$ cat config.mk
export PLATFORM = sky130hd
export DESIGN_NAME = key_checksum_base32_encoder
export DESIGN_NICKNAME = d
export VERILOG_FILES = /design/src/rtl/kcb_pkg.sv /design/src/rtl/kcb_front.sv /design/src/rtl/kcb_queue.sv /design/src/rtl/kcb_back.sv /design/src/rtl/key_checksum_base32_encoder.sv
export SDC_FILE = /design/constraint.sdc
export NUM_CORES = 1
export LEC_CHECK = 0
export BUFFER_PORTS_ARGS = -buffer_cell sky130_fd_sc_hd__buf_2
export CORE_MARGIN = 2
export CORE_UTILIZATION = 60
export DETAILED_ROUTE_END_ITERATION = 16
export PLACE_DENSITY = 0.79
export SKIP_CTS_REPAIR_TIMING = 1
export SLEW_MARGIN = 20
export SYNTH_ARGS = -nofsm -noshare
export SYNTH_HDL_FRONTEND = slang
export SYNTH_SLANG_ARGS = --single-unit
export TNS_END_PERCENT = 30
$ cat constraint.sdc
create_clock -name i_clk -period 6.1 [get_ports i_clk]
set_input_delay 1.22 -clock i_clk [delete_from_list [all_inputs] [get_ports i_clk]]
set_output_delay 1.22 -clock i_clk [all_outputs]
set_load 0.01 [all_outputs]
$ cat src/rtl/kcb_pkg.sv
// Shared types, constants and the base32 alphabet function of the key checksum encoder.
package kcb_pkg;

    // Input word: one key byte and the version byte sampled with the first byte.
    typedef struct packed {
        logic [7:0] key_byte;
        logic [7:0] version;
    } t_in_word;

    // Output word: one base32 character and the end-of-key mark.
    typedef struct packed {
        logic [6:0] char_code;
        logic       last_char;
    } t_out_word;

    // Byte token passed from the front to the back through the queue.
    typedef struct packed {
        logic [7:0] data;
        logic       start_item;  // First token produced by an input word.
        logic       key_start;   // Version byte, which opens a new key.
        logic       key_last;    // Token belongs to the last input word of a key.
        logic       fin;         // High checksum byte, which closes the key.
    } t_token;

    // Token queue geometry.
    localparam int QUEUE_DEPTH = 4;
    localparam int QPTR_W      = 2;

    // CRC-16/XMODEM polynomial.
    localparam logic [15:0] CRC_POLY = 16'h1021;

    // Characters for the last input word of a key before the rest is dropped.
    localparam logic [2:0] MAX_CHARS = 3'd5;

    // Base32 alphabet anchors.
    localparam logic [6:0] ASCII_A    = 7'd65;
    localparam logic [6:0] ASCII_2    = 7'd50;
    localparam logic [4:0] DIGIT_BASE = 5'd26;

    // Map a 5-bit group onto the A-Z2-7 alphabet.
    function automatic logic [6:0] b32_char(input logic [4:0] idx);
        logic [6:0] code;
        if (idx < DIGIT_BASE) begin
            code = ASCII_A + {2'b00, idx};
        end else begin
            code = ASCII_2 + {2'b00, idx - DIGIT_BASE};
        end
        return code;
    endfunction

endpackage

$ cat src/rtl/kcb_front.sv
// Front end: accepts key bytes, runs the checksum and issues byte tokens to the queue.
module kcb_front
    import kcb_pkg::*;
#(
    parameter int KEY_BYTES = 32
) (
    input  logic     i_clk,
    input  logic     i_rst_n,
    input  logic     i_in_valid,
    output logic     o_in_stall,
    input  t_in_word i_in_word,
    input  logic     i_q_full,
    output logic     o_q_push,
    output t_token   o_q_data
);

    localparam int CW = $clog2(KEY_BYTES + 1);

    localparam logic [1:0] PH_VER = 2'd0;
    localparam logic [1:0] PH_KB  = 2'd1;
    localparam logic [1:0] PH_LO  = 2'd2;
    localparam logic [1:0] PH_HI  = 2'd3;

    // One byte through the CRC-16/XMODEM shift register.
    function automatic logic [15:0] crc_feed(input logic [15:0] crc, input logic [7:0] b);
        logic [15:0] c;
        c = crc ^ {b, 8'h00};
        for (int i = 0; i < 8; i++) begin
            if (c[15]) begin
                c = {c[14:0], 1'b0} ^ CRC_POLY;
            end else begin
                c = {c[14:0], 1'b0};
            end
        end
        return c;
    endfunction

    logic          r_full;
    logic [1:0]    r_phase;
    logic [7:0]    r_kb;
    logic [7:0]    r_ver;
    logic          r_lastk;
    logic          r_startpend;
    logic [CW-1:0] r_bcnt;
    logic [15:0]   r_crc;

    logic          accept;
    logic          push;
    logic          final_ph;
    logic [7:0]    tok_byte;
    logic [15:0]   crc_in;
    logic [15:0]   n_crc;
    logic          bcnt_last;

    // Pick the byte for the current phase of the held word.
    always_comb begin
        case (r_phase)
            PH_VER:  tok_byte = r_ver;
            PH_KB:   tok_byte = r_kb;
            PH_LO:   tok_byte = r_crc[7:0];
            PH_HI:   tok_byte = r_crc[15:8];
            default: tok_byte = r_kb;
        endcase
    end

    // The checksum restarts at the version byte and does not cover its own bytes.
    assign crc_in = (r_phase == PH_VER) ? 16'h0000 : r_crc;
    assign n_crc  = (r_phase == PH_VER || r_phase == PH_KB) ? crc_feed(crc_in, tok_byte)
                                                            : r_crc;

    assign push       = r_full && !i_q_full;
    assign final_ph   = (r_phase == PH_KB && !r_lastk) || (r_phase == PH_HI);
    assign o_in_stall = r_full && !(push && final_ph);
    assign accept     = i_in_valid && !o_in_stall;
    assign bcnt_last  = (r_bcnt == CW'(KEY_BYTES - 1));

    // Token toward the back end.
    assign o_q_push             = push;
    assign o_q_data.data        = tok_byte;
    assign o_q_data.start_item  = r_startpend;
    assign o_q_data.key_start   = (r_phase == PH_VER);
    assign o_q_data.key_last    = r_lastk;
    assign o_q_data.fin         = (r_phase == PH_HI);

    // Control state: holding flag, phase and position within the key.
    always_ff @(posedge i_clk) begin
        if (!i_rst_n) begin
            r_full      <= 1'b0;
            r_phase     <= PH_VER;
            r_lastk     <= 1'b0;
            r_startpend <= 1'b0;
            r_bcnt      <= '0;
            r_crc       <= 16'h0000;
        end else begin
            if (push) begin
                r_crc <= n_crc;
                if (!final_ph) begin
                    r_phase <= r_phase + 2'd1;
                end
            end
            if (accept) begin
                r_full      <= 1'b1;
                r_startpend <= 1'b1;
                r_phase     <= (r_bcnt == '0) ? PH_VER : PH_KB;
                r_lastk     <= bcnt_last;
                r_bcnt      <= bcnt_last ? '0 : r_bcnt + CW'(1);
            end else if (push) begin
                r_startpend <= 1'b0;
                if (final_ph) begin
                    r_full <= 1'b0;
                end
            end
        end
    end

    // Held payload of the accepted word.
    always_ff @(posedge i_clk) begin
        if (accept) begin
            r_kb  <= i_in_word.key_byte;
            r_ver <= i_in_word.version;
        end
    end

endmodule

$ cat src/rtl/kcb_queue.sv
// Short token queue that decouples the front end from the character back end.
module kcb_queue
    import kcb_pkg::*;
(
    input  logic   i_clk,
    input  logic   i_rst_n,
    input  logic   i_push,
    input  t_token i_push_data,
    output logic   o_full,
    input  logic   i_pop,
    output logic   o_valid,
    output t_token o_pop_data
);

    t_token            r_mem [QUEUE_DEPTH];
    logic [QPTR_W-1:0] r_wptr;
    logic [QPTR_W-1:0] r_rptr;
    logic [QPTR_W:0]   r_count;

    assign o_full     = (r_count == (QPTR_W + 1)'(QUEUE_DEPTH));
    assign o_valid    = (r_count != '0);
    assign o_pop_data = r_mem[r_rptr];

    // Pointers and fill level.
    always_ff @(posedge i_clk) begin
        if (!i_rst_n) begin
            r_wptr  <= '0;
            r_rptr  <= '0;
            r_count <= '0;
        end else begin
            if (i_push) begin
                r_wptr <= r_wptr + QPTR_W'(1);
            end
            if (i_pop) begin
                r_rptr <= r_rptr + QPTR_W'(1);
            end
            if (i_push && !i_pop) begin
                r_count <= r_count + (QPTR_W + 1)'(1);
            end else if (i_pop && !i_push) begin
                r_count <= r_count - (QPTR_W + 1)'(1);
            end
        end
    end

    // Token storage.
    always_ff @(posedge i_clk) begin
        if (i_push) begin
            r_mem[r_wptr] <= i_push_data;
        end
    end

endmodule

$ cat src/rtl/kcb_back.sv
// Back end: packs tokens in 5-bit groups; one base32 character per cycle unless stalled.
module kcb_back
    import kcb_pkg::*;
(
    input  logic      i_clk,
    input  logic      i_rst_n,
    input  logic      i_q_valid,
    input  t_token    i_q_data,
    output logic      o_q_pop,
    output logic      o_out_valid,
    input  logic      i_out_stall,
    output t_out_word o_out_word
);

    logic [11:0] r_acc;
    logic [3:0]  r_cnt;
    logic        r_fin;
    logic        r_klast;
    logic [2:0]  r_nch;
    logic        r_drop;
    logic        r_ovalid;
    t_out_word   r_out;

    logic        have_cur;
    logic        adv;
    logic        discard;
    logic        emit;
    logic [11:0] src_acc;
    logic [3:0]  src_cnt;
    logic        src_fin;
    logic        src_klast;
    logic [2:0]  src_nch;
    logic [3:0]  base_cnt;
    logic [3:0]  base_bits;
    logic [11:0] shifted;
    logic [4:0]  idx;
    logic [3:0]  n_cnt;
    logic [11:0] n_acc;
    logic [2:0]  n_nch;
    logic        last;

    // A character is pending in the current token, or the queue must supply one.
    assign have_cur = (r_cnt >= 4'd5) || (r_fin && r_cnt != 4'd0);
    assign adv      = !r_ovalid || !i_out_stall;
    assign discard  = r_drop && !i_q_data.start_item;
    assign o_q_pop  = i_q_valid && !have_cur && (adv || discard);
    assign emit     = adv && (have_cur || (i_q_valid && !discard));

    // Source of the next character: leftover bits or a freshly popped byte.
    always_comb begin
        base_cnt  = i_q_data.key_start ? 4'd0 : r_cnt;
        base_bits = i_q_data.key_start ? 4'd0 : r_acc[3:0];
        if (have_cur) begin
            src_acc   = r_acc;
            src_cnt   = r_cnt;
            src_fin   = r_fin;
            src_klast = r_klast;
            src_nch   = r_nch;
        end else begin
            src_acc   = {base_bits, i_q_data.data};
            src_cnt   = base_cnt + 4'd8;
            src_fin   = i_q_data.fin;
            src_klast = i_q_data.key_last;
            src_nch   = i_q_data.start_item ? 3'd0 : r_nch;
        end
    end

    // Cut the top group, or pad the final partial group with zeros.
    always_comb begin
        if (src_cnt >= 4'd5) begin
            shifted = src_acc >> (src_cnt - 4'd5);
            n_cnt   = src_cnt - 4'd5;
        end else begin
            shifted = src_acc << (4'd5 - src_cnt);
            n_cnt   = 4'd0;
        end
        idx   = shifted[4:0];
        n_acc = src_acc & ((12'd1 << n_cnt) - 12'd1);
        n_nch = src_nch + 3'd1;
        last  = (src_fin && n_cnt == 4'd0) || (src_klast && n_nch == MAX_CHARS);
    end

    assign o_out_valid = r_ovalid;
    assign o_out_word  = r_out;

    // Packing state and output register.
    always_ff @(posedge i_clk) begin
        if (!i_rst_n) begin
            r_acc    <= 12'd0;
            r_cnt    <= 4'd0;
            r_fin    <= 1'b0;
            r_klast  <= 1'b0;
            r_nch    <= 3'd0;
            r_drop   <= 1'b0;
            r_ovalid <= 1'b0;
        end else begin
            if (emit) begin
                r_ovalid <= 1'b1;
                r_nch    <= n_nch;
                r_klast  <= src_klast;
                // After the final character the rest of the word's tokens are skipped.
                r_drop   <= last && !src_fin;
                if (last) begin
                    r_acc <= 12'd0;
                    r_cnt <= 4'd0;
                    r_fin <= 1'b0;
                end else begin
                    r_acc <= n_acc;
                    r_cnt <= n_cnt;
                    r_fin <= src_fin;
                end
            end else if (!i_out_stall) begin
                r_ovalid <= 1'b0;
            end
        end
    end

    // Output word payload.
    always_ff @(posedge i_clk) begin
        if (emit) begin
            r_out.char_code <= b32_char(idx);
            r_out.last_char <= last;
        end
    end

endmodule

$ cat src/rtl/key_checksum_base32_encoder.sv
// Top level of the key checksum base32 encoder: front end, token queue and back end.
//
// Usage: the input channel takes one key byte per word, first byte first, KEY_BYTES
// words per key; the version field is sampled only with the first byte of a key.
// The output channel gives one ASCII base32 character (A-Z, 2-7) per word, covering
// the version byte, the key bytes and the CRC-16/XMODEM checksum (low byte first),
// most significant bits first; the final character of a key carries last_char.
// Path: the first character of a word passes the front register, the token queue
// and the output register before it is valid, and waits longer while earlier
// characters are still draining.
// Throughput: the back end sends one character per cycle unless the receiver stalls,
// so a key of 32 bytes gives 56 characters; while the queue has room the front end
// issues a byte token per cycle, two for a key's first word and three for its last.
// Reset clears the key position, the checksum and all queued work; payload
// registers are not reset. When the receiver stalls, the output word holds, the
// queue fills and then the input channel stalls; no character is lost.
module key_checksum_base32_encoder
    import kcb_pkg::*;
#(
    parameter int KEY_BYTES = 32
) (
    input  logic      i_clk,
    input  logic      i_rst_n,
    input  logic      i_in_valid,
    output logic      o_in_stall,
    input  t_in_word  i_in_word,
    output logic      o_out_valid,
    input  logic      i_out_stall,
    output t_out_word o_out_word
);

    logic   q_push;
    logic   q_full;
    logic   q_pop;
    logic   q_valid;
    t_token q_in;
    t_token q_out;

    // Front end: checksum and byte tokens.
    kcb_front #(
        .KEY_BYTES(KEY_BYTES)
    ) u_front (
        .i_clk     (i_clk),
        .i_rst_n   (i_rst_n),
        .i_in_valid(i_in_valid),
        .o_in_stall(o_in_stall),
        .i_in_word (i_in_word),
        .i_q_full  (q_full),
        .o_q_push  (q_push),
        .o_q_data  (q_in)
    );

    // Token queue between the two halves.
    kcb_queue u_queue (
        .i_clk      (i_clk),
        .i_rst_n    (i_rst_n),
        .i_push     (q_push),
        .i_push_data(q_in),
        .o_full     (q_full),
        .i_pop      (q_pop),
        .o_valid    (q_valid),
        .o_pop_data (q_out)
    );

    // Back end: base32 packing and output register.
    kcb_back u_back (
        .i_clk      (i_clk),
        .i_rst_n    (i_rst_n),
        .i_q_valid  (q_valid),
        .i_q_data   (q_out),
        .o_q_pop    (q_pop),
        .o_out_valid(o_out_valid),
        .i_out_stall(i_out_stall),
        .o_out_word (o_out_word)
    );

endmodule
# Word level (Yosys, flattened, before mapping)
# Memory sizes are Yosys's and may differ from the RTL's. A register that Yosys moved wholly into a read port is not among the register bits.
# Cells that the tools add are included.
[word_totals]
register_bits = 81
mem_bits_rw = 48
in_bits = 20
out_inout_bits = 10
wordCells = 147
mem_count = 1
[op_classes]
n_addsub = 14
order_cmp = 3
eq_ne = 8
n_shift = 3
n_mux = 42
n_bitwise = 10
n_reduce_logical = 46
[mem_list]
columns = ["memory", "words", "width", "rd", "rd_ports_with_merged_regs", "write_ports", "line_no", "rtl"]
rows = [
  ["u_queue.r_mem", 4, 12, 1, 1, 1, "kcb_queue.sv:15", "t_token r_mem [QUEUE_DEPTH];"],
]
[op_table]
columns = ["op", "n"]
rows = [
  ["$mux W13", 8],
  ["$pmux W8 S4", 1],
  ["$mux W12", 2],
  ["$not A3 Y3", 8],
  ["$mux W4", 5],
  ["$logic_and A1 B1 Y1", 16],
  ["$mux W16", 1],
  ["$xor A16 B16 Y16", 1],
  ["$mux W1", 13],
  ["$and A12 B12 Y12", 1],
  ["$logic_not A1 Y1", 12],
  ["$mux W3", 4],
  ["$shl A1 B4 Y12 const A", 1],
  ["$shl A12 B4 Y5", 1],
  ["$shr A12 B4 Y5", 1],
  ["$sub A12 B1 Y12 const B", 1],
  ["$mux W2", 5],
  ["$ge A4 B3 Y1 const B", 2],
  ["$add A6 B5 Y7 const A", 1],
  ["$add A7 B5 Y7 const A", 1],
  ["$logic_or A1 B1 Y1", 7],
  ["$mux W7", 1],
  ["$add A2 B1 Y2 const B", 3],
  ["$add A3 B1 Y3 const B", 2],
  ["21 further kinds", 28],
]

# Longest topological paths before layout
# Gate-level depths: netlist of run 1.
[depth]
depth_word = 19
ltp_mapped = 20
depth_no_buf = 16

# Hierarchy
# Synthesis of run 1 repeated with hierarchy kept, for this count alone.
[unflattened]
hier_cells = 766
area_unflattened_um2 = 7820.0
[modules_own_cells]
columns = ["module", "instances", "cells_each", "area_each_um2", "seq_area_each_um2"]
rows = [
  ["kcb_back", 1, 389, 3116.7, 700.7],
  ["kcb_front", 1, 272, 2521.2, 1021.0],
  ["kcb_queue", 1, 105, 2182.1, 1621.6],
]

# Worst setup path after synthesis of run 1
# Ideal clock, no wire load.
[synth_path]
path_kind = "flip-flop to flip-flop"
from = "register (tool-made name)"
to = "register u_back.r_out, in the netlist u_back.o_out_word[5] (data pin)"
setup_ns = 0.256
arrival_ns = 4.060
required_ns = 5.844
setup_slack_ns = 1.784
path_stages_with_launch = 18
n_path_buf = 2
period_less_slack_ns = 4.316
path_cell_list = "dfxtp_1 > mux4_2 > a41oi_2 > inv_2 > clkbuf_1 > ha_1 > inv_1 > o21ai_0 > o21ai_0 > and2_1 > clkbuf_1 > nand2_1 > o221a_2 > inv_1 > ha_1 > nand2_1 > nor4_1 > and4b_1"
[synth_lines]
columns = ["item", "line_no", "rtl"]
rows = [
  ["to (decl)", "kcb_back.sv:22", "t_out_word r_out;"],
]

==> results of run 1 <==
[logic make-up after synthesis]
kind of cell / count (synthesis)
AND/OR/NAND/NOR: 198
flip-flops: 131
multiplexers: 43
adder cells (fa/ha/maj): 25
AO/OA/AOI/OAI: 171
XOR/XNOR: 30
buffers and inverters: 68
[per-stage QoR]
stage	instances	utilization [%]	instance area [sq um]	total power [mW]	hold WS (ps)
2_1_floorplan	666	-	7140	2.80	438
3_3_place_gp	806	63.9	7360	3.22	453
3_5_place_dp	806	63.9	7360	3.26	468
4_1_cts	838	69.2	7970	4.33	476
5_1_grt	838	69.2	7970	4.59	495
6_report	838	69.2	7970	4.35	470
[Yosys cell counts (3+ instances only)]
cell and n:
edfxtp_1 72, nand2_1 61, dfxtp_1 59, clkbuf_1 32
a21oi_1 31, nor2_1 30, inv_1 29, o21ai_0 29
ha_1 23, nor2b_1 23, and2_1 22, a21boi_0 20
mux4_2 17, xnor2_1 17, mux2i_1 14, nand4_1 14
mux2_2 11, nand3_1 11, xor2_1 11, a22oi_1 9
nor3_1 9, o31ai_1 8, a31oi_1 7, o211a_1 6
a211o_1 5, a21o_1 5, a32oi_1 5, o21a_1 5
a222oi_1 4, and3_1 4, nand3b_1 4, o211ai_1 4
a211oi_1 3, nand2b_1 3, nor4_1 3, o21bai_1 3
[final timing paths]
| kind | end | slack [ps] | cells past startpoint |
|---|---|---|---|
| max reg2reg | u_back.o_out_word[5]$_DFFE_PP_ | 1160 | 14 |
| min reg2reg | u_back.r_nch[1]$_SDFFE_PN0P_ | 470 | 2 |
| min | u_back.r_nch[1]$_SDFFE_PN0P_ | 470 | 2 |
| max | u_back.o_out_word[5]$_DFFE_PP_ | 1160 | 14 |
[layer usage]
layer  vias up  wire, um  track usage (%)
li1       2520         -                -
met1      2601      6620             32.6
met2       239      8880             48.7
met3        57       823             5.36
met4         0       647             15.9
met5         -         0                0
[registers in the layout (all words and copies together) (netlist names), 2 cells and up, named ones only]
register	cells
u_front.r_bcnt	6
u_front.r_crc	16
u_back.r_nch	3
u_queue.r_mem	48
u_back.o_out_word	8
u_queue.r_rptr	2
u_back.r_cnt	4
u_back.r_acc	12
u_front.r_kb	8
u_front.r_ver	8
u_front.r_phase	2
u_queue.r_wptr	2
u_queue.r_count	3
[cell usage in the layout, fill, tap and decap left out, types with 5 or more instances in the layout]
cell / n
a211o_1: 5
a21boi_0: 20
a21o_1: 5
a21oi_1: 31
a22oi_1: 9
a31oi_1: 7
a32oi_1: 5
and2_1: 22
buf_2: 29
buf_4: 5
clkbuf_16: 17
dfxtp_1: 59
edfxtp_1: 72
ha_1: 23
inv_1: 29
mux2_2: 11
mux2i_1: 14
mux4_2: 17
nand2_1: 61
nand3_1: 11
nand4_1: 14
nor2_1: 30
nor2b_1: 23
nor3_1: 9
o211a_1: 6
o21a_1: 5
o21ai_0: 29
o31ai_1: 8
xnor2_1: 17
xor2_1: 11
[final cells by class]
| class | instances | area share (%) |
|---|---|---|
| multi-input cells | 467 | 44.4 |
| flip-flops and latches | 131 | 41.9 |
| clock buffers | 20 | 5.60 |
| repair buffers | 34 | 2.29 |
| well taps | 143 | 2.24 |
| clock inverters | 12 | 2.06 |
| inverters | 31 | 1.46 |
[power groups by stage]
stage	registers, mW	logic [mW]	clock network, mW
after floorplan	1.23	1.56	0
after global placement	1.25	1.97	0
after detailed placement	1.26	2.00	0
after CTS	1.25	2.02	1.05
after global routing	1.27	2.23	1.09
final	1.25	2.05	1.04
[worst max-delay path, cell delays in order (launching register included)]
cell	delay, ps
dfxtp_1	320
buf_4	260
mux4_2	650
a41oi_2	230
buf_4	240
inv_2	200
ha_1	300
xnor2_2	620
mux2i_1	190
mux4_2	500
a211oi_2	440
ha_1	290
nand2_1	70
nor4_1	160
and4b_1	220
==> results.sh, run 1 <==
export IMPL_synth_xor_area_share_pct=3.89
export IMPL_multiInputGateArea_sq_um=3540
export IMPL_gp_congestion=0.955
export IMPL_hp_class="flip-flop to flip-flop"
export IMPL_power_internal_mw=2.63
export IMPL_synthAdderAreaFrac_pct=4.45
export IMPL_hold_viol_final=0
export IMPL_muxShareOfSynthArea_pct=9.27
export IMPL_p_sw_mw=1.71
export IMPL_endpoint_kind="flip-flop"
export IMPL_drv_cap=0
export IMPL_vias=5417
export IMPL_power_frac_clock_pct=24.0
export IMPL_seq_area_frac_synth_pct=46.8
export IMPL_synth_edf_count=72
export IMPL_min_period_ps=4940
export IMPL_min_from="u_back.r_nch[1]$_SDFFE_PN0P_"
export IMPL_ys_seq_elements=131
export IMPL_seq_area_sq_um=3340
export IMPL_yosys_top_cells_area="edfxtp_1, dfxtp_1, mux4_2"
export IMPL_yosys_area_top_type="edfxtp_1"
export IMPL_clock_root_buffer="clkbuf_16"
export IMPL_combPwrFrac_pct=47.2
export IMPL_core_sq_um=11500
export IMPL_synthSimpleGateAreaFrac_pct=14.3
export IMPL_yosysTopAreaCellShare_pct=30.3
export IMPL_cts_sinks=131
export IMPL_wirelength_mm=17.0
export IMPL_grt_pass1_wl_mm=27.8
export IMPL_rsz0062_at_grt="false"
export IMPL_synth_flop_cell="edfxtp_1"
export IMPL_h_tree_depth=4
export IMPL_clk_pin_slew_ps=60
export IMPL_viasPerCell=6.46
export IMPL_overflow=0
export IMPL_synth_compound_area_share_pct=17.6
export IMPL_clock_path_buffers=2
export IMPL_synth_top_family_by_area="compound AO/OA/AOI/OAI gates"
export IMPL_antenna_cells=0
export IMPL_ys_async_sr_fraction_pct=0
export IMPL_crit_path_max_fanout=19
export IMPL_ant_nets=0
export IMPL_dieWidth_um=113
export IMPL_fin_skew_ps=7.33
export IMPL_die_height_um=113
export IMPL_ys_warn_count=0
export IMPL_wl_per_cell_um=20.3
export IMPL_worstSetupPathType="flip-flop to flip-flop"
export IMPL_grt_pass1_vias=5400
export IMPL_synth_area_sq_um=7140
export IMPL_die_area_sq_um=12800
export IMPL_grt_max_degree=57
export IMPL_io_pins=30
export IMPL_drtPass1Iterations=5
export IMPL_startpoint_type="flip-flop"
export IMPL_fmax_mhz=202
export IMPL_total_leakage_power_nw=3.02
export IMPL_antenna_found_initial=0
export IMPL_status="finished clean"
export IMPL_irDropWorstVdd_mv=0.259
export IMPL_start_util_pct=62.0
export IMPL_cts_tree="done"
export IMPL_cts_buffers=17
export IMPL_drive_above_1_share_pct=15.3
export IMPL_syn_instance_count=666
export IMPL_syn_to_final_growth_pct=11.6
export IMPL_slew_headroom_pct=36.5
export IMPL_sequentialPowerShare_pct=28.8
export IMPL_rows=39
export IMPL_required_ps=6270
export IMPL_setup_tns_ps=0
export IMPL_tightest_slew_ps=952
export IMPL_drt_iter0_markers=569
export IMPL_power_share_switching_pct=39.4
export IMPL_detail_route_drc_violations=0
export IMPL_powerDensity_nw_per_um2=545
export IMPL_finalMaxSlewViolations=0
export IMPL_crit_arrival_ps=5110
export IMPL_synth_cell_types=77
export IMPL_synth_fp_nets=710
export IMPL_globalRouteTotalUtil_pct=28.0
export IMPL_setup_viol=0
export IMPL_nets=726
export IMPL_worst_slack_ps=1160
export IMPL_hpwl_mm=11.7
export IMPL_post_place_ws_ps=1220
export IMPL_insertion_delay_ps=410
export IMPL_fin_crit_sh_pct=81.0
export IMPL_synth_avg_cell_area_sq_um=10.7
export IMPL_port_buffers=29
export IMPL_num_fill_cells=826
No activity file was read; power rests on OpenSTA's default activity.
==> run 2, diff against run 1 <==
==> constraint.sdc (replaced) <==
create_clock -name i_clk -period 5 [get_ports i_clk]
set_input_delay 1 -clock i_clk [delete_from_list [all_inputs] [get_ports i_clk]]
set_output_delay 1 -clock i_clk [all_outputs]
set_load 0.01 [all_outputs]
==> results.sh, run 2 (synthesized netlist as in run 1, its figures left out) <==
export IMPL_irDropWorstVdd_mv=0.365
export IMPL_wl_per_cell_um=19.5
export IMPL_power_frac_clock_pct=24.0
export IMPL_grt_pass1_wl_mm=27.2
export IMPL_fin_area_sq_um=8030
export IMPL_hold_slack_ps=475
export IMPL_crit_path_max_fanout=14
export IMPL_vias=5384
export IMPL_power_internal_mw=3.23
export IMPL_rsz0062_at_grt="false"
export IMPL_viasPerCell=6.37
export IMPL_placed_area_sq_um=7410
export IMPL_slew_headroom_pct=41.7
export IMPL_die_height_um=113
export IMPL_core_sq_um=11500
export IMPL_crit_arrival_ps=4780
export IMPL_detail_route_drc_violations=0
export IMPL_finalMaxSlewViolations=0
export IMPL_power_mw=5.32
export IMPL_min_period_ps=4600
export IMPL_largest_reg_flops=48
export IMPL_status="finished clean"
export IMPL_cts_sinks=131
export IMPL_worstSetupPathType="flip-flop to flip-flop"
export IMPL_sequentialPowerShare_pct=28.5
export IMPL_grt_pass1_vias=5374
export IMPL_place_inst=813
export IMPL_finalCoreUtilization_pct=69.7
export IMPL_io_pins=30
export IMPL_globalRouteTotalUtil_pct=27.3
export IMPL_endpoint_kind="flip-flop"
export IMPL_setup_viol=0
export IMPL_use_met2_pct=46.5
export IMPL_gp_congestion=0.940
export IMPL_antenna_found_initial=0
export IMPL_total_leakage_power_nw=3.05
export IMPL_h_tree_depth=4
export IMPL_grt_use_met1_pct=32.7
export IMPL_dieWidth_um=113
export IMPL_tightest_slew_ps=875
export IMPL_p_sw_mw=2.09
export IMPL_grt_max_degree=57
export IMPL_drv_cap=0
export IMPL_final_cell_mix="edfxtp_1, nand2_1, dfxtp_1, a21oi_1, nor2_1"
export IMPL_worst_slack_ps=401
export IMPL_rows=39
export IMPL_insertion_delay_ps=420
export IMPL_overflow=0
export IMPL_power_share_switching_pct=39.3
export IMPL_hp_class="flip-flop to flip-flop"
export IMPL_cts_tree="done"
export IMPL_antenna_cells=0
export IMPL_fin_crit_sh_pct=92.0
export IMPL_top_regs="u_queue.r_mem: 48 flops, u_front.r_crc: 16 flops, u_back.r_acc: 12 flops"
export IMPL_clock_path_buffers=2
export IMPL_required_ps=5180
export IMPL_powerDensity_nw_per_um2=663
export IMPL_grt_use_met3_pct=5.36
export IMPL_die_area_sq_um=12800
export IMPL_nets=733
export IMPL_syn_to_final_growth_pct=12.4
export IMPL_drtPass1Iterations=5
export IMPL_fmax_mhz=217
export IMPL_drive_above_1_share_pct=16.5
export IMPL_drt_iter0_markers=459
export IMPL_ant_nets=0
export IMPL_setup_tns_ps=0
export IMPL_mostFrequentLayoutCell="edfxtp_1"
export IMPL_start_util_pct=62.0
export IMPL_port_buffers=29
export IMPL_hold_viol_final=0
export IMPL_clock_root_buffer="clkbuf_16"
export IMPL_clk_pin_slew_ps=60
export IMPL_top_usage_layer="met2"
export IMPL_cts_buffers=17
export IMPL_fin_cells=845
export IMPL_wirelength_mm=16.4
export IMPL_startpoint_type="flip-flop"
export IMPL_combPwrFrac_pct=47.5
export IMPL_post_place_ws_ps=442
export IMPL_hpwl_mm=11.5
export IMPL_top_register="u_queue.r_mem"
export IMPL_fin_skew_ps=16.5
## run 2: cell count changes in the layout (fill, tap and decap cells not counted), sizes merged
cell,delta
inv,+1
clkbuf,-2
clkinvlp,+1
buf,+7
## run 2: final cells by class
| cell class | instances | area [sq um] |
|---|---|---|
| Clock buffer | 18 | 429 |
| Fill cell | 848 | 3490 |
| Timing Repair Buffer | 41 | 235 |
| Multi-Input combinational cell | 467 | 3540 |
| Sequential cell | 131 | 3340 |
| Clock inverter | 14 | 186 |
| Inverter | 31 | 116 |
| Tap cell | 143 | 179 |
## run 2: worst max-delay path, stage by stage (launching register included)
cell and delay, ps:
dfxtp_1 440, o22ai_2 400, and4_1 300, nand2b_1 260
inv_2 130, ha_1 270, or4_1 510, a211oi_1 390
o211ai_1 150, a32oi_1 240, o221a_2 310, inv_1 90
ha_1 280, nor3_4 270, mux2_4 320
## run 2: final timing paths
kind,start,to,slack (ps),cells past startpoint
min reg2reg,u_back.r_nch[1]$_SDFFE_PN0P_,u_back.r_nch[1]$_SDFFE_PN0P_,480,2
max,u_back.r_cnt[2]$_SDFFE_PN0P_,u_back.o_out_word[2]$_DFFE_PP_,400,14
min,u_back.r_nch[1]$_SDFFE_PN0P_,u_back.r_nch[1]$_SDFFE_PN0P_,480,2
max reg2reg,u_back.r_cnt[2]$_SDFFE_PN0P_,u_back.o_out_word[2]$_DFFE_PP_,400,14
## run 2: metal layers
layer	share of wire (%)	routed length, um	vias up
li1	-	-	2536
met1	40	6580	2602
met2	51	8320	197
met3	5.0	819	49
met4	4.4	728	0
met5	0	0	-
## run 2: power by group through the flow
stage	registers (mW)	clock network, mW	logic [mW]
floorplan	1.50	0	1.91
global placement	1.52	0	2.43
detailed placement	1.53	0	2.47
CTS	1.51	1.29	2.49
global route	1.54	1.33	2.76
finish	1.51	1.28	2.53
==> run 3, diff against run 2 <==
--- a/config.mk
+++ b/config.mk
@@ -8,8 +8,10 @@
 export BUFFER_PORTS_ARGS = -buffer_cell sky130_fd_sc_hd__buf_2
 export CORE_MARGIN = 2
 export CORE_UTILIZATION = 60
+export CTS_BUF_LIST = sky130_fd_sc_hd__clkbuf_16
 export DETAILED_ROUTE_END_ITERATION = 16
 export PLACE_DENSITY = 0.79
+export RECOVER_POWER = 100
 export SKIP_CTS_REPAIR_TIMING = 1
 export SLEW_MARGIN = 20
 export SYNTH_ARGS = -nofsm -noshare
==> results.sh, run 3 (synthesized netlist as in run 1, its figures left out) <==
export IMPL_status="finished clean"
export IMPL_endpoint_kind="flip-flop"
export IMPL_top_register="u_queue.r_mem"
export IMPL_fin_crit_sh_pct=92.9
export IMPL_cts_tree="done"
export IMPL_min_from="u_back.r_nch[1]$_SDFFE_PN0P_"
export IMPL_slowest_delay_ps=510
export IMPL_final_cell_mix="edfxtp_1, nand2_1, dfxtp_1, inv_1, a21oi_1"
export IMPL_tightest_slew_ps=1080
export IMPL_crit_arrival_ps=4820
export IMPL_antenna_found_initial=0
export IMPL_viasPerCell=6.30
export IMPL_total_leakage_power_nw=3.00
export IMPL_cp_slowest_cell="or4_1"
export IMPL_finalMaxSlewViolations=0
export IMPL_wl_per_cell_um=19.3
export IMPL_globalRouteTotalUtil_pct=27.3
export IMPL_power_internal_mw=3.20
export IMPL_h_tree_depth=4
export IMPL_hp_class="flip-flop to flip-flop"
export IMPL_critPathTopFamily="compound AO/OA/AOI/OAI gates"
export IMPL_antenna_cells=0
export IMPL_path_cells="o22ai_2, and4_1, nand2b_1, inv_1, ha_1, or4_1, a211oi_1, o211ai_1, a32oi_1, o221a_2, inv_1, ha_1, nor3_4, mux2_4"
export IMPL_gp_congestion=0.940
export IMPL_hold_viol_final=0
export IMPL_combPwrFrac_pct=47.2
export IMPL_hpwl_mm=11.5
export IMPL_powerDensity_nw_per_um2=661
export IMPL_setup_viol=0
export IMPL_irDropWorstVdd_mv=0.360
export IMPL_overflow=0
export IMPL_top_regs="u_queue.r_mem: 48 flops, u_front.r_crc: 16 flops, u_back.r_acc: 12 flops"
export IMPL_vias=5327
export IMPL_required_ps=5180
export IMPL_ant_nets=0
export IMPL_min_to="u_back.r_nch[1]$_SDFFE_PN0P_"
export IMPL_r2r_start="u_back.r_cnt[2]$_SDFFE_PN0P_"
export IMPL_mostFrequentLayoutCell="edfxtp_1"
export IMPL_ff2ff_path_depth=14
export IMPL_fin_skew_ps=13.2
export IMPL_dieWidth_um=113
export IMPL_syn_to_final_growth_pct=12.0
export IMPL_core_sq_um=11500
export IMPL_fmax_mhz=215
export IMPL_place_inst=813
export IMPL_grt_max_degree=57
export IMPL_power_frac_clock_pct=24.1
export IMPL_wirelength_mm=16.3
export IMPL_cp_depth=14
export IMPL_startpoint_type="flip-flop"
export IMPL_worstSetupPathType="flip-flop to flip-flop"
export IMPL_rsz0062_at_grt="false"
export IMPL_drive_above_1_share_pct=14.1
export IMPL_grt_pass1_vias=5374
export IMPL_start_util_pct=62.0
export IMPL_slew_headroom_pct=28.3
export IMPL_die_height_um=113
export IMPL_whs_path_depth=2
export IMPL_io_pins=30
export IMPL_fin_cells=845
export IMPL_die_area_sq_um=12800
export IMPL_crit_path_max_fanout=14
export IMPL_clk_pin_slew_ps=60
export IMPL_min_period_ps=4650
export IMPL_clock_root_buffer="clkbuf_16"
export IMPL_port_buffers=29
export IMPL_rows=39
export IMPL_p_sw_mw=2.08
export IMPL_sequentialPowerShare_pct=28.7
export IMPL_r2r_end="u_back.o_out_word[2]$_DFFE_PP_"
export IMPL_nets=733
export IMPL_clock_path_buffers=2
export IMPL_drv_cap=0
export IMPL_detail_route_drc_violations=0
export IMPL_path_buf_inv=2
export IMPL_power_share_switching_pct=39.4
export IMPL_setup_tns_ps=0
export IMPL_grt_pass1_wl_mm=27.2
export IMPL_largest_reg_flops=48
export IMPL_cts_sinks=131
export IMPL_cts_buffers=17
export IMPL_insertion_delay_ps=420
export IMPL_drt_iter0_markers=442
export IMPL_r2r_setup_slack_ps=350
export IMPL_drtPass1Iterations=5
[run 3: cell count changes in the layout (fill, tap and decap cells not counted)]
cell / previous run / this run
and2_0: 0 / 15
and2_1: 22 / 7
buf_2: 29 / 18
buf_4: 12 / 9
clkbuf_1: 1 / 14
inv_1: 29 / 31
inv_2: 2 / 1
mux2_1: 0 / 2
mux2_2: 11 / 9
[run 3: final cells by class]
| cell class | instances | area [sq um] |
|---|---|---|
| Timing Repair Buffer | 41 | 210 |
| Clock inverter | 15 | 190 |
| Inverter | 31 | 116 |
| Fill cell | 856 | 3510 |
| Sequential cell | 131 | 3340 |
| Multi-Input combinational cell | 467 | 3540 |
| Clock buffer | 17 | 425 |
| Tap cell | 143 | 179 |
[run 3: tightest hold or removal path, delay by kind of cell (launching register included)]
kind / cells / cell delay [ps]
AOI/OAI and AO/OA: 1 / 60
DFF: 1 / 310
and+or+nand+nor: 1 / 50
[run 3: routing by layer]
metal | part of all wire (%) | wire length [um] | up-vias | track usage (%)
met4 | 4.6 | 749 | 0 | 14.5
met3 | 4.8 | 779 | 51 | 5.36
met2 | 51 | 8260 | 172 | 46.5
li1 | - | - | 2536 | -
met1 | 40 | 6560 | 2568 | 32.7
met5 | 0 | 0 | - | 0
[run 3: metrics by stage]
step | instance area (sq um) | util (%) | power, mW | setup slack [ps] | hold slack [ps]
5_1_grt | 8000 | 69.5 | 5.61 | 118 | 512
4_1_cts | 8030 | 69.7 | 5.30 | 438 | 478
2_1_floorplan | 7140 | - | 3.41 | 684 | 438
3_3_place_gp | 7410 | 64.4 | 3.95 | 564 | 454
3_5_place_dp | 7410 | 64.4 | 4.00 | 442 | 461
6_report | 8000 | 69.5 | 5.29 | 354 | 475
[run 3: power by group through the flow]
stage	clock network [mW]	logic, mW	registers, mW
6_report	1.28	2.49	1.52
5_1_grt	1.33	2.74	1.54
4_1_cts	1.29	2.49	1.51
3_5_place_dp	0	2.47	1.53
3_3_place_gp	0	2.43	1.52
2_1_floorplan	0	1.91	1.50
[run 3: worst max-delay path by stage]
stage | start | to | slack (ps)
after global routing | u_back.r_cnt[2]$_SDFFE_PN0P_ | u_back.o_out_word[2]$_DFFE_PP_ | 120
after CTS | u_back.r_cnt[2]$_SDFFE_PN0P_ | u_back.o_out_word[2]$_DFFE_PP_ | 440
after global placement | u_back.r_cnt[2]$_SDFFE_PN0P_ | u_back.o_out_word[2]$_DFFE_PP_ | 560
after floorplan | flip-flop | u_back.o_out_word[5]$_DFFE_PP_ | 680
after detailed placement | u_back.r_cnt[2]$_SDFFE_PN0P_ | u_back.o_out_word[2]$_DFFE_PP_ | 440
final | u_back.r_cnt[2]$_SDFFE_PN0P_ | u_back.o_out_word[2]$_DFFE_PP_ | 350
